===== src/hdl/psfc_pkg.sv =====
`default_nettype none

package psfc_pkg;

  // Flash window and sector geometry
  localparam logic [31:0] FLASH_BASE         = 32'h0800_0000;
  localparam int          SMALL_SECTOR_SHIFT = 14;  // 16 KiB sectors 0..3
  localparam int          LARGE_SECTOR_SHIFT = 17;  // 128 KiB sectors from 5 up
  localparam int          PERM_SECTORS       = 12;  // sectors covered by the permission word
  localparam int          PERM_W             = 24;
  localparam int          SECTOR_W           = 4;
  localparam int          CFG_IDX_W          = 1;
  localparam int          CFG_DATA_W         = 24;

  // Command codes
  localparam logic [1:0] CMD_READ  = 2'd0;
  localparam logic [1:0] CMD_WRITE = 2'd1;
  localparam logic [1:0] CMD_ERASE = 2'd2;

  // Configuration register indexes
  localparam logic [CFG_IDX_W-1:0] REG_SUPERVISOR_MODE    = 1'd0;
  localparam logic [CFG_IDX_W-1:0] REG_SECTOR_PERMISSIONS = 1'd1;

  localparam logic                 SUPERVISOR_RESET  = 1'b1;
  localparam logic [PERM_W-1:0]    PERMISSIONS_RESET = 24'h55_5552;

  typedef enum logic [1:0] {
    ST_OK      = 2'd0,
    ST_INVALID = 2'd1,
    ST_DENIED  = 2'd2,
    ST_FAILED  = 2'd3
  } status_t;

  typedef enum logic [2:0] {
    S_CLEAR,
    S_IDLE,
    S_DEC,
    S_MEM,
    S_ERASE,
    S_FIN
  } state_t;

  // Decoder verdict for the item held in the top level
  typedef struct packed {
    logic                go_mem;
    logic                go_erase;
    status_t             status;
    logic                has_sector;
    logic [SECTOR_W-1:0] found;
  } decode_t;

  // Byte offset of the start of sector i from the flash base
  function automatic logic [31:0] sector_start(input logic [4:0] i);
    logic [31:0] r;
    if (i <= 5'd4) begin
      r = 32'(i) << SMALL_SECTOR_SHIFT;
    end else begin
      r = 32'(i - 5'd4) << LARGE_SECTOR_SHIFT;
    end
    return r;
  endfunction

endpackage

`default_nettype wire


===== src/hdl/psfc_decode.sv =====
`default_nettype none

module psfc_decode #(
  parameter int SECTOR_COUNT = 12,
  parameter int FLASH_WORDS  = 262144
) (
  input  wire logic [1:0]                       cmd,
  input  wire logic [31:0]                      address,
  input  wire logic [3:0]                       sector_index,
  input  wire logic                             supervisor,
  input  wire logic [psfc_pkg::PERM_W-1:0]      permissions,
  output psfc_pkg::decode_t                     dec,
  output logic [$clog2(FLASH_WORDS)-1:0]        widx,
  output logic [$clog2(FLASH_WORDS+1)-1:0]      erase_lo,
  output logic [$clog2(FLASH_WORDS+1)-1:0]      erase_hi
);
  import psfc_pkg::*;

  localparam int          AW          = $clog2(FLASH_WORDS);
  localparam int          PW          = $clog2(FLASH_WORDS + 1);
  localparam logic [31:0] SEC_END     = sector_start(5'(SECTOR_COUNT));
  localparam logic [31:0] FLASH_BYTES = 32'(FLASH_WORDS * 4);
  localparam logic [31:0] MAP_END     = (SEC_END < FLASH_BYTES) ? SEC_END : FLASH_BYTES;
  localparam logic [31:0] WORDS32     = 32'(FLASH_WORDS);

  logic [31:0]         off;
  logic                in_map;
  logic [SECTOR_W-1:0] rw_sec;
  logic [SECTOR_W-1:0] psec;
  logic [15:0]         perm_nz;
  logic                allowed;
  logic                sidx_ok;
  logic [31:0]         lo_w, hi_w, hi_c, lo_c;

  // Address window and sector lookup
  always_comb begin
    off    = address - FLASH_BASE;
    in_map = (address >= FLASH_BASE) && (off < MAP_END);
    rw_sec = '0;
    for (int i = 1; i < SECTOR_COUNT; i++) begin
      if (off >= sector_start(5'(i))) rw_sec = SECTOR_W'(i);
    end
  end

  // Permission check; sectors beyond the permission word are read-only
  always_comb begin
    perm_nz = '0;
    for (int j = 0; j < PERM_SECTORS; j++) begin
      perm_nz[j] = |permissions[2*j +: 2];
    end
    psec    = (cmd == CMD_ERASE) ? sector_index : rw_sec;
    allowed = supervisor | perm_nz[psec];
    sidx_ok = {1'b0, sector_index} < 5'(SECTOR_COUNT);
  end

  // Erase word range, clipped to the store
  always_comb begin
    lo_w     = sector_start({1'b0, sector_index}) >> 2;
    hi_w     = sector_start({1'b0, sector_index} + 5'd1) >> 2;
    hi_c     = (hi_w < WORDS32) ? hi_w : WORDS32;
    lo_c     = (lo_w < hi_c) ? lo_w : hi_c;
    erase_lo = lo_c[PW-1:0];
    erase_hi = hi_c[PW-1:0];
    widx     = off[AW+1:2];
  end

  // Verdict
  always_comb begin
    dec        = '0;
    dec.status = ST_OK;
    case (cmd)
      CMD_READ, CMD_WRITE: begin
        if (address[1:0] != 2'b00) begin
          dec.status = ST_INVALID;
        end else if (!in_map) begin
          dec.status = (cmd == CMD_READ) ? ST_FAILED : ST_INVALID;
        end else begin
          dec.has_sector = 1'b1;
          dec.found      = rw_sec;
          if (cmd == CMD_READ || allowed) begin
            dec.go_mem = 1'b1;
          end else begin
            dec.status = ST_DENIED;
          end
        end
      end
      CMD_ERASE: begin
        if (!sidx_ok) begin
          dec.status = ST_INVALID;
        end else begin
          dec.has_sector = 1'b1;
          dec.found      = sector_index;
          if (allowed) begin
            dec.go_erase = 1'b1;
          end else begin
            dec.status = ST_DENIED;
          end
        end
      end
      default: begin
        dec.status = ST_INVALID;
      end
    endcase
  end

endmodule

`default_nettype wire


===== config.mk =====
export PLATFORM = sky130hd
export DESIGN_NAME = psfc_decode
export DESIGN_NICKNAME = d
export VERILOG_FILES = /design/src/hdl/psfc_pkg.sv /design/src/hdl/psfc_decode.sv
export SDC_FILE = /design/constraint.sdc
export NUM_CORES = 1
export LEC_CHECK = 0
export BUFFER_PORTS_ARGS = -buffer_cell sky130_fd_sc_hd__buf_2
export CORE_UTILIZATION = 44
export DETAILED_ROUTE_END_ITERATION = 7
export MAX_ROUTING_LAYER = met4
export PLACE_DENSITY = 0.92
export SYNTH_ARGS = -nofsm -noshare
export SYNTH_HDL_FRONTEND = slang
export SYNTH_SLANG_ARGS = --single-unit

===== constraint.sdc =====
create_clock -name vclk -period 5.85
set_input_delay 0.2925 -clock vclk [all_inputs]
set_output_delay 0.2925 -clock vclk [all_outputs]
set_load 0.01 [all_outputs]

* Word level (Yosys, flattened, before mapping)
Cells that the tools add are included.
** Word-level totals
- Flip-flop bits (word level) :: 0
- Logic and storage cells :: 79
- Output and inout bits :: 65
** Operators by class
- $add $sub $neg :: 4
- Reduce and logical (&&, ||, !) cells :: 17
- Magnitude comparators :: 19
- Bitwise gates (word level) :: 1
- Eq/ne operators :: 2
- Mux-type cells :: 36
** Operators by type and width (count)
- 32-bit by 20-bit greater-or-equal comparator with 1-bit output (second input constant) :: 4
- 32-bit by 16-bit greater-or-equal comparator with 1-bit output (second input constant) :: 2
- 32-bit by 19-bit greater-or-equal comparator with 1-bit output (second input constant) :: 2
- 32-bit 2-to-1 mux :: 2
- 32-bit by 15-bit greater-or-equal comparator with 1-bit output (second input constant) :: 1
- 32-bit by 17-bit greater-or-equal comparator with 1-bit output (second input constant) :: 1
- 32-bit by 18-bit greater-or-equal comparator with 1-bit output (second input constant) :: 1
- 32-bit by 28-bit greater-or-equal comparator with 1-bit output (second input constant) :: 1
- 32-bit by 21-bit less-than comparator with 1-bit output (second input constant) :: 1
- 32-bit by 28-bit subtractor with 32-bit output (second input constant) :: 1
- 30-bit by 19-bit less-than comparator with 1-bit output (second input constant) :: 1
- 30-bit less-than comparator :: 1
- 30-bit 2-to-1 mux :: 1
- 2-bit OR reduction :: 13
- 4-bit 2-to-1 mux :: 5
- 19-bit 2-to-1 mux :: 1
- 2-bit 2-to-1 mux :: 8
- 5-bit 2-to-1 mux :: 3
- 3-bit 2-to-1 mux :: 4
- 5-bit one-hot mux with 2 select lines :: 1
- 1-bit 2-to-1 mux :: 9
- 5-bit by 3-bit subtractor with 6-bit output (second input constant) :: 1
- 4-bit by 1-bit adder with 5-bit output (second input constant) :: 1
- 5-bit by 3-bit <= comparator with 1-bit output (second input constant) :: 1
- 13 further kinds :: 13

* Logic depth before layout (Yosys ltp)
- Depth in word-level cells :: 22
- Mapped depth :: 14

* Worst setup path before layout
Ideal clock, no wire load.
- Kind :: in2out
- From :: input port sector_index[0]
- To :: output port erase_lo[13]
- Stages on the path :: 14
- Path slack :: 2381 ps
- Arrival time :: 3176 ps
- Cells stage by stage :: clkbuf_1 -> nand3_1 -> xnor2_1 -> ha_1 -> ha_1 -> inv_1 -> a311oi_1 -> and3_1 -> inv_1 -> ha_1 -> a21o_1 -> a21oi_1 -> o21ai_2 -> mux2_1
** On the way
- Cells in the longest elaborated chain, start to end :: 7
- Elaborated cells between the ends (all ways) :: 11
- Classes of those cells :: add/sub (3); order compare (4); mux (4)
** Ends and longest elaborated chain
- start, declared :: line psfc_decode.sv:9 : input wire logic [3:0] sector_index,
- 4-bit by 1-bit adder with 5-bit output * :: line psfc_decode.sv:59 : hi_w = sector_start({1'b0, sector_index} + 5'd1) >> 2;
- 5-bit by 3-bit subtractor with 6-bit output or 5-bit by 3-bit <= comparator with 1-bit output (tied branches) :: line psfc_pkg.sv:58, psfc_pkg.sv:55
- 32-bit 2-to-1 mux * :: line psfc_pkg.sv:55 : if (i <= 5'd4) begin
- 30-bit by 19-bit less-than comparator with 1-bit output :: line psfc_decode.sv:60 : hi_c = (hi_w < WORDS32) ? hi_w : WORDS32;
- 30-bit 2-to-1 mux * :: line psfc_decode.sv:60
- via erase_hi[17] :: line psfc_decode.sv:15 : output logic [$clog2(FLASH_WORDS+1)-1:0] erase_hi
- 30-bit less-than comparator * :: line psfc_decode.sv:61 : lo_c = (lo_w < hi_c) ? lo_w : hi_c;
- 19-bit 2-to-1 mux * :: line psfc_decode.sv:61
- end, declared :: line psfc_decode.sv:14 : output logic [$clog2(FLASH_WORDS+1)-1:0] erase_lo,
The timed path passes the listed nets; every way through them passes the cells marked *.

* Worst setup path in the final report
- From :: input port sector_index[0]
- To :: output port erase_lo[13]
** On the way
- Cells in the longest elaborated chain, start to end :: 7
- Elaborated cells between the ends (all ways) :: 11
- Classes of those cells :: add/sub (3); order compare (4); mux (4)
** Ends and longest elaborated chain (line)
- 4-bit by 1-bit adder with 5-bit output :: psfc_decode.sv:59
- 5-bit by 3-bit subtractor with 6-bit output or 5-bit by 3-bit <= comparator with 1-bit output (tied branches) :: psfc_pkg.sv:58, psfc_pkg.sv:55
- 32-bit 2-to-1 mux :: psfc_pkg.sv:55
- 30-bit by 19-bit less-than comparator with 1-bit output :: psfc_decode.sv:60
- 30-bit 2-to-1 mux :: psfc_decode.sv:60
- 30-bit less-than comparator :: psfc_decode.sv:61
- 19-bit 2-to-1 mux * :: psfc_decode.sv:61
Every way passes the cells marked *; elsewhere a longest branch is shown, timed or not.

==> results.sh <==
export IMPL_drive_above_1_share_pct=38.6
export IMPL_ys_types=53
export IMPL_globalplace_congestion=0.859
export IMPL_ir_drop_v=0.0000663
export IMPL_core_area_mm2=0.00310
export IMPL_clkbuf_count=0
export IMPL_fin_tns_setup_ps=0
export IMPL_setup_viol=0
export IMPL_wl_met3_um=315
export IMPL_yosys_area_share_simple_pct=25.8
export IMPL_critPathKind="in -> out"
export IMPL_top_layer="met4"
export IMPL_rsz0062_at_grt="no"
export IMPL_cts_hold_buf=0
export IMPL_grt_use_total_pct=20.7
export IMPL_slew_headroom_pct=52.0
export IMPL_slew_violations=0
export IMPL_synth_compound_area_share_pct=26.1
export IMPL_synth_top_area_cell="buf_4"
export IMPL_leakagePower_nw=0.915
export IMPL_portBuffers=80
export IMPL_totalWireLength_um=3690
export IMPL_fin_cells=311
export IMPL_nNetsFinal=348
export IMPL_syn_mean_instance_area_um2=7.03
export IMPL_hold_start="address[10]"
export IMPL_cap_viol_max_count=0
export IMPL_synth_area_top_cells="buf_4 (21%), ha_1 (14%), nor2_1 (5.4%)"
export IMPL_seq_cells=0
export IMPL_register_area_um2=0
export IMPL_die_h_um=59.8
export IMPL_outcome="complete, no violations"
export IMPL_hpwlAfterDp_um=3200
export IMPL_drt_iter0_markers=45
export IMPL_yosysSeqAreaShare_pct=0
export IMPL_antenna_cells=0
export IMPL_cp_max_fo=11
export IMPL_syn_area_mm2=0.00147
export IMPL_start_util_pct=47.4
export IMPL_worstSetupEndpointType="primary output"
export IMPL_hold_class="in -> out"
export IMPL_place_inst=311
export IMPL_min_period_over_period_pct=65.1
export IMPL_die_area_mm2=0.00358
export IMPL_synth_top_family_by_area="buffers and inverters"
export IMPL_worstSetupStartpoint="sector_index[0]"
export IMPL_io_pins=128
export IMPL_die_x_um=59.8
export IMPL_crit_required_ps=5560
export IMPL_hold_violations=0
export IMPL_power_density_mw_per_mm2=95.4
export IMPL_max_freq_ghz=0.263
export IMPL_start_kind="primary input"
export IMPL_yosys_warnings=0
export IMPL_synth_top_area_share_pct=21.4
export IMPL_synth_mux_area_share_pct=5.36
export IMPL_grt_pass1_vias=1322
export IMPL_grt_max_degree=14
export IMPL_num_rows=20
export IMPL_wl_met2_um=1810
export IMPL_wl_met1_um=1540
export IMPL_finalPower_mw=0.160
export IMPL_cp_arrival_ps=3520
export IMPL_yosys_area_share_xor_xnor_pct=1.79
export IMPL_period_minus_slack_ps=3810
export IMPL_drt_first_pass_iters=4
export IMPL_post_cts_buffers=0
export IMPL_grt_ovfl_total=0
export IMPL_avgRoutedWirePerCell_um=11.9
export IMPL_viasPerCell=5.19
export IMPL_syn_to_final_growth_pct=14.1
export IMPL_vias=1613
export IMPL_synthAdderAreaFrac_pct=13.6
export IMPL_grt_pass1_wl_um=5750
export IMPL_post_cts_resized=0
export IMPL_worst_slew_pin_slew_ps=716
export IMPL_drc_errors=0
export IMPL_syn_inst=209
export IMPL_ant_nets=0
export IMPL_antenna_found_initial=0
## critical path, cell delays in order
cell and delay [ps]:
buf_2 170, ha_1 260, xnor2_1 380, ha_1 230
ha_1 120, inv_1 40, a311oi_1 450, and3_1 260
inv_1 50, ha_1 300, a21o_1 180, a21oi_1 170
o21ai_2 150, mux2_1 330, buf_2 140
## worst paths after layout
kind / end / depth (start not counted)
setup / recovery: erase_lo[13] / 15
hold / removal: widx[8] / 0
## cell type report
| cell class | instances | area, um^2 |
|---|---|---|
| tap | 44 | 55.1 |
| timing repair buffer | 80 | 400 |
| inverter | 17 | 63.8 |
| fill | 311 | 1430 |
| multi-input combinational | 170 | 1160 |
## logic make-up after synthesis
| logic type | count (synthesis) |
|---|---|
| buffers and inverters | 62 |
| AOI/OAI and AO/OA | 52 |
| muxes | 7 |
| adders and majority gates | 16 |
| other | 1 |
| and+or+nand+nor | 68 |
| xor gates and xnor gates | 3 |
## Yosys cell counts (2+ instances only)
| cell type | instances |
|---|---|
| a2111oi_0 | 2 |
| a21o_1 | 3 |
| a21oi_1 | 9 |
| a221oi_1 | 3 |
| a311oi_1 | 2 |
| a31oi_1 | 6 |
| a41o_2 | 2 |
| and2_1 | 3 |
| and3_1 | 2 |
| buf_4 | 42 |
| clkbuf_1 | 2 |
| ha_1 | 16 |
| inv_1 | 17 |
| mux2_1 | 2 |
| mux2_2 | 5 |
| nand2_1 | 10 |
| nand2b_1 | 4 |
| nand3_1 | 2 |
| nor2_1 | 21 |
| nor2b_1 | 3 |
| nor3_1 | 7 |
| nor4_1 | 2 |
| o211ai_1 | 2 |
| o21a_2 | 2 |
| o21ai_0 | 6 |
| o21ai_1 | 2 |
| o21ai_2 | 2 |
| o22ai_1 | 2 |
| or2_2 | 2 |
| xnor2_1 | 3 |
## layout by cell type (no fill, tap or decap), types with 3 or more instances in the layout
master,count
a21o_1,3
a21oi_1,9
a221oi_1,3
a31oi_1,6
and2_1,3
buf_2,80
conb_1,24
ha_1,16
inv_1,17
mux2_2,5
nand2_1,10
nand2b_1,4
nor2_1,21
nor2b_1,3
nor3_1,7
o21ai_0,6
xnor2_1,3
## per-layer routing
| layer | track usage, % | vias up |
|---|---|---|
| li1 | - | 799 |
| met1 | 26.6 | 717 |
| met2 | 37.3 | 91 |
| met3 | 0 | 6 |
| met4 | 2.33 | 0 |
| met5 | - | - |
## where the power goes
part           switching, mW  internal [mW]
clock                      0              0
sequential                 0              0
combinational         0.0894         0.0706
total                 0.0894         0.0706
## stage by stage
stage | worst slack, ps | utilization [%] | hold slack (ps) | cell area (um^2)
after detailed placement | 2080 | 54.1 | 585 | 1680
after floorplan | 2380 | - | 662 | 1560
after CTS | 2060 | 54.1 | 585 | 1680
after global placement | 2240 | 54.1 | 585 | 1680
final | 2040 | 54.1 | 585 | 1680
after global routing | 1770 | 54.1 | 585 | 1680
Note: power is estimated with default switching activity, not from simulation.
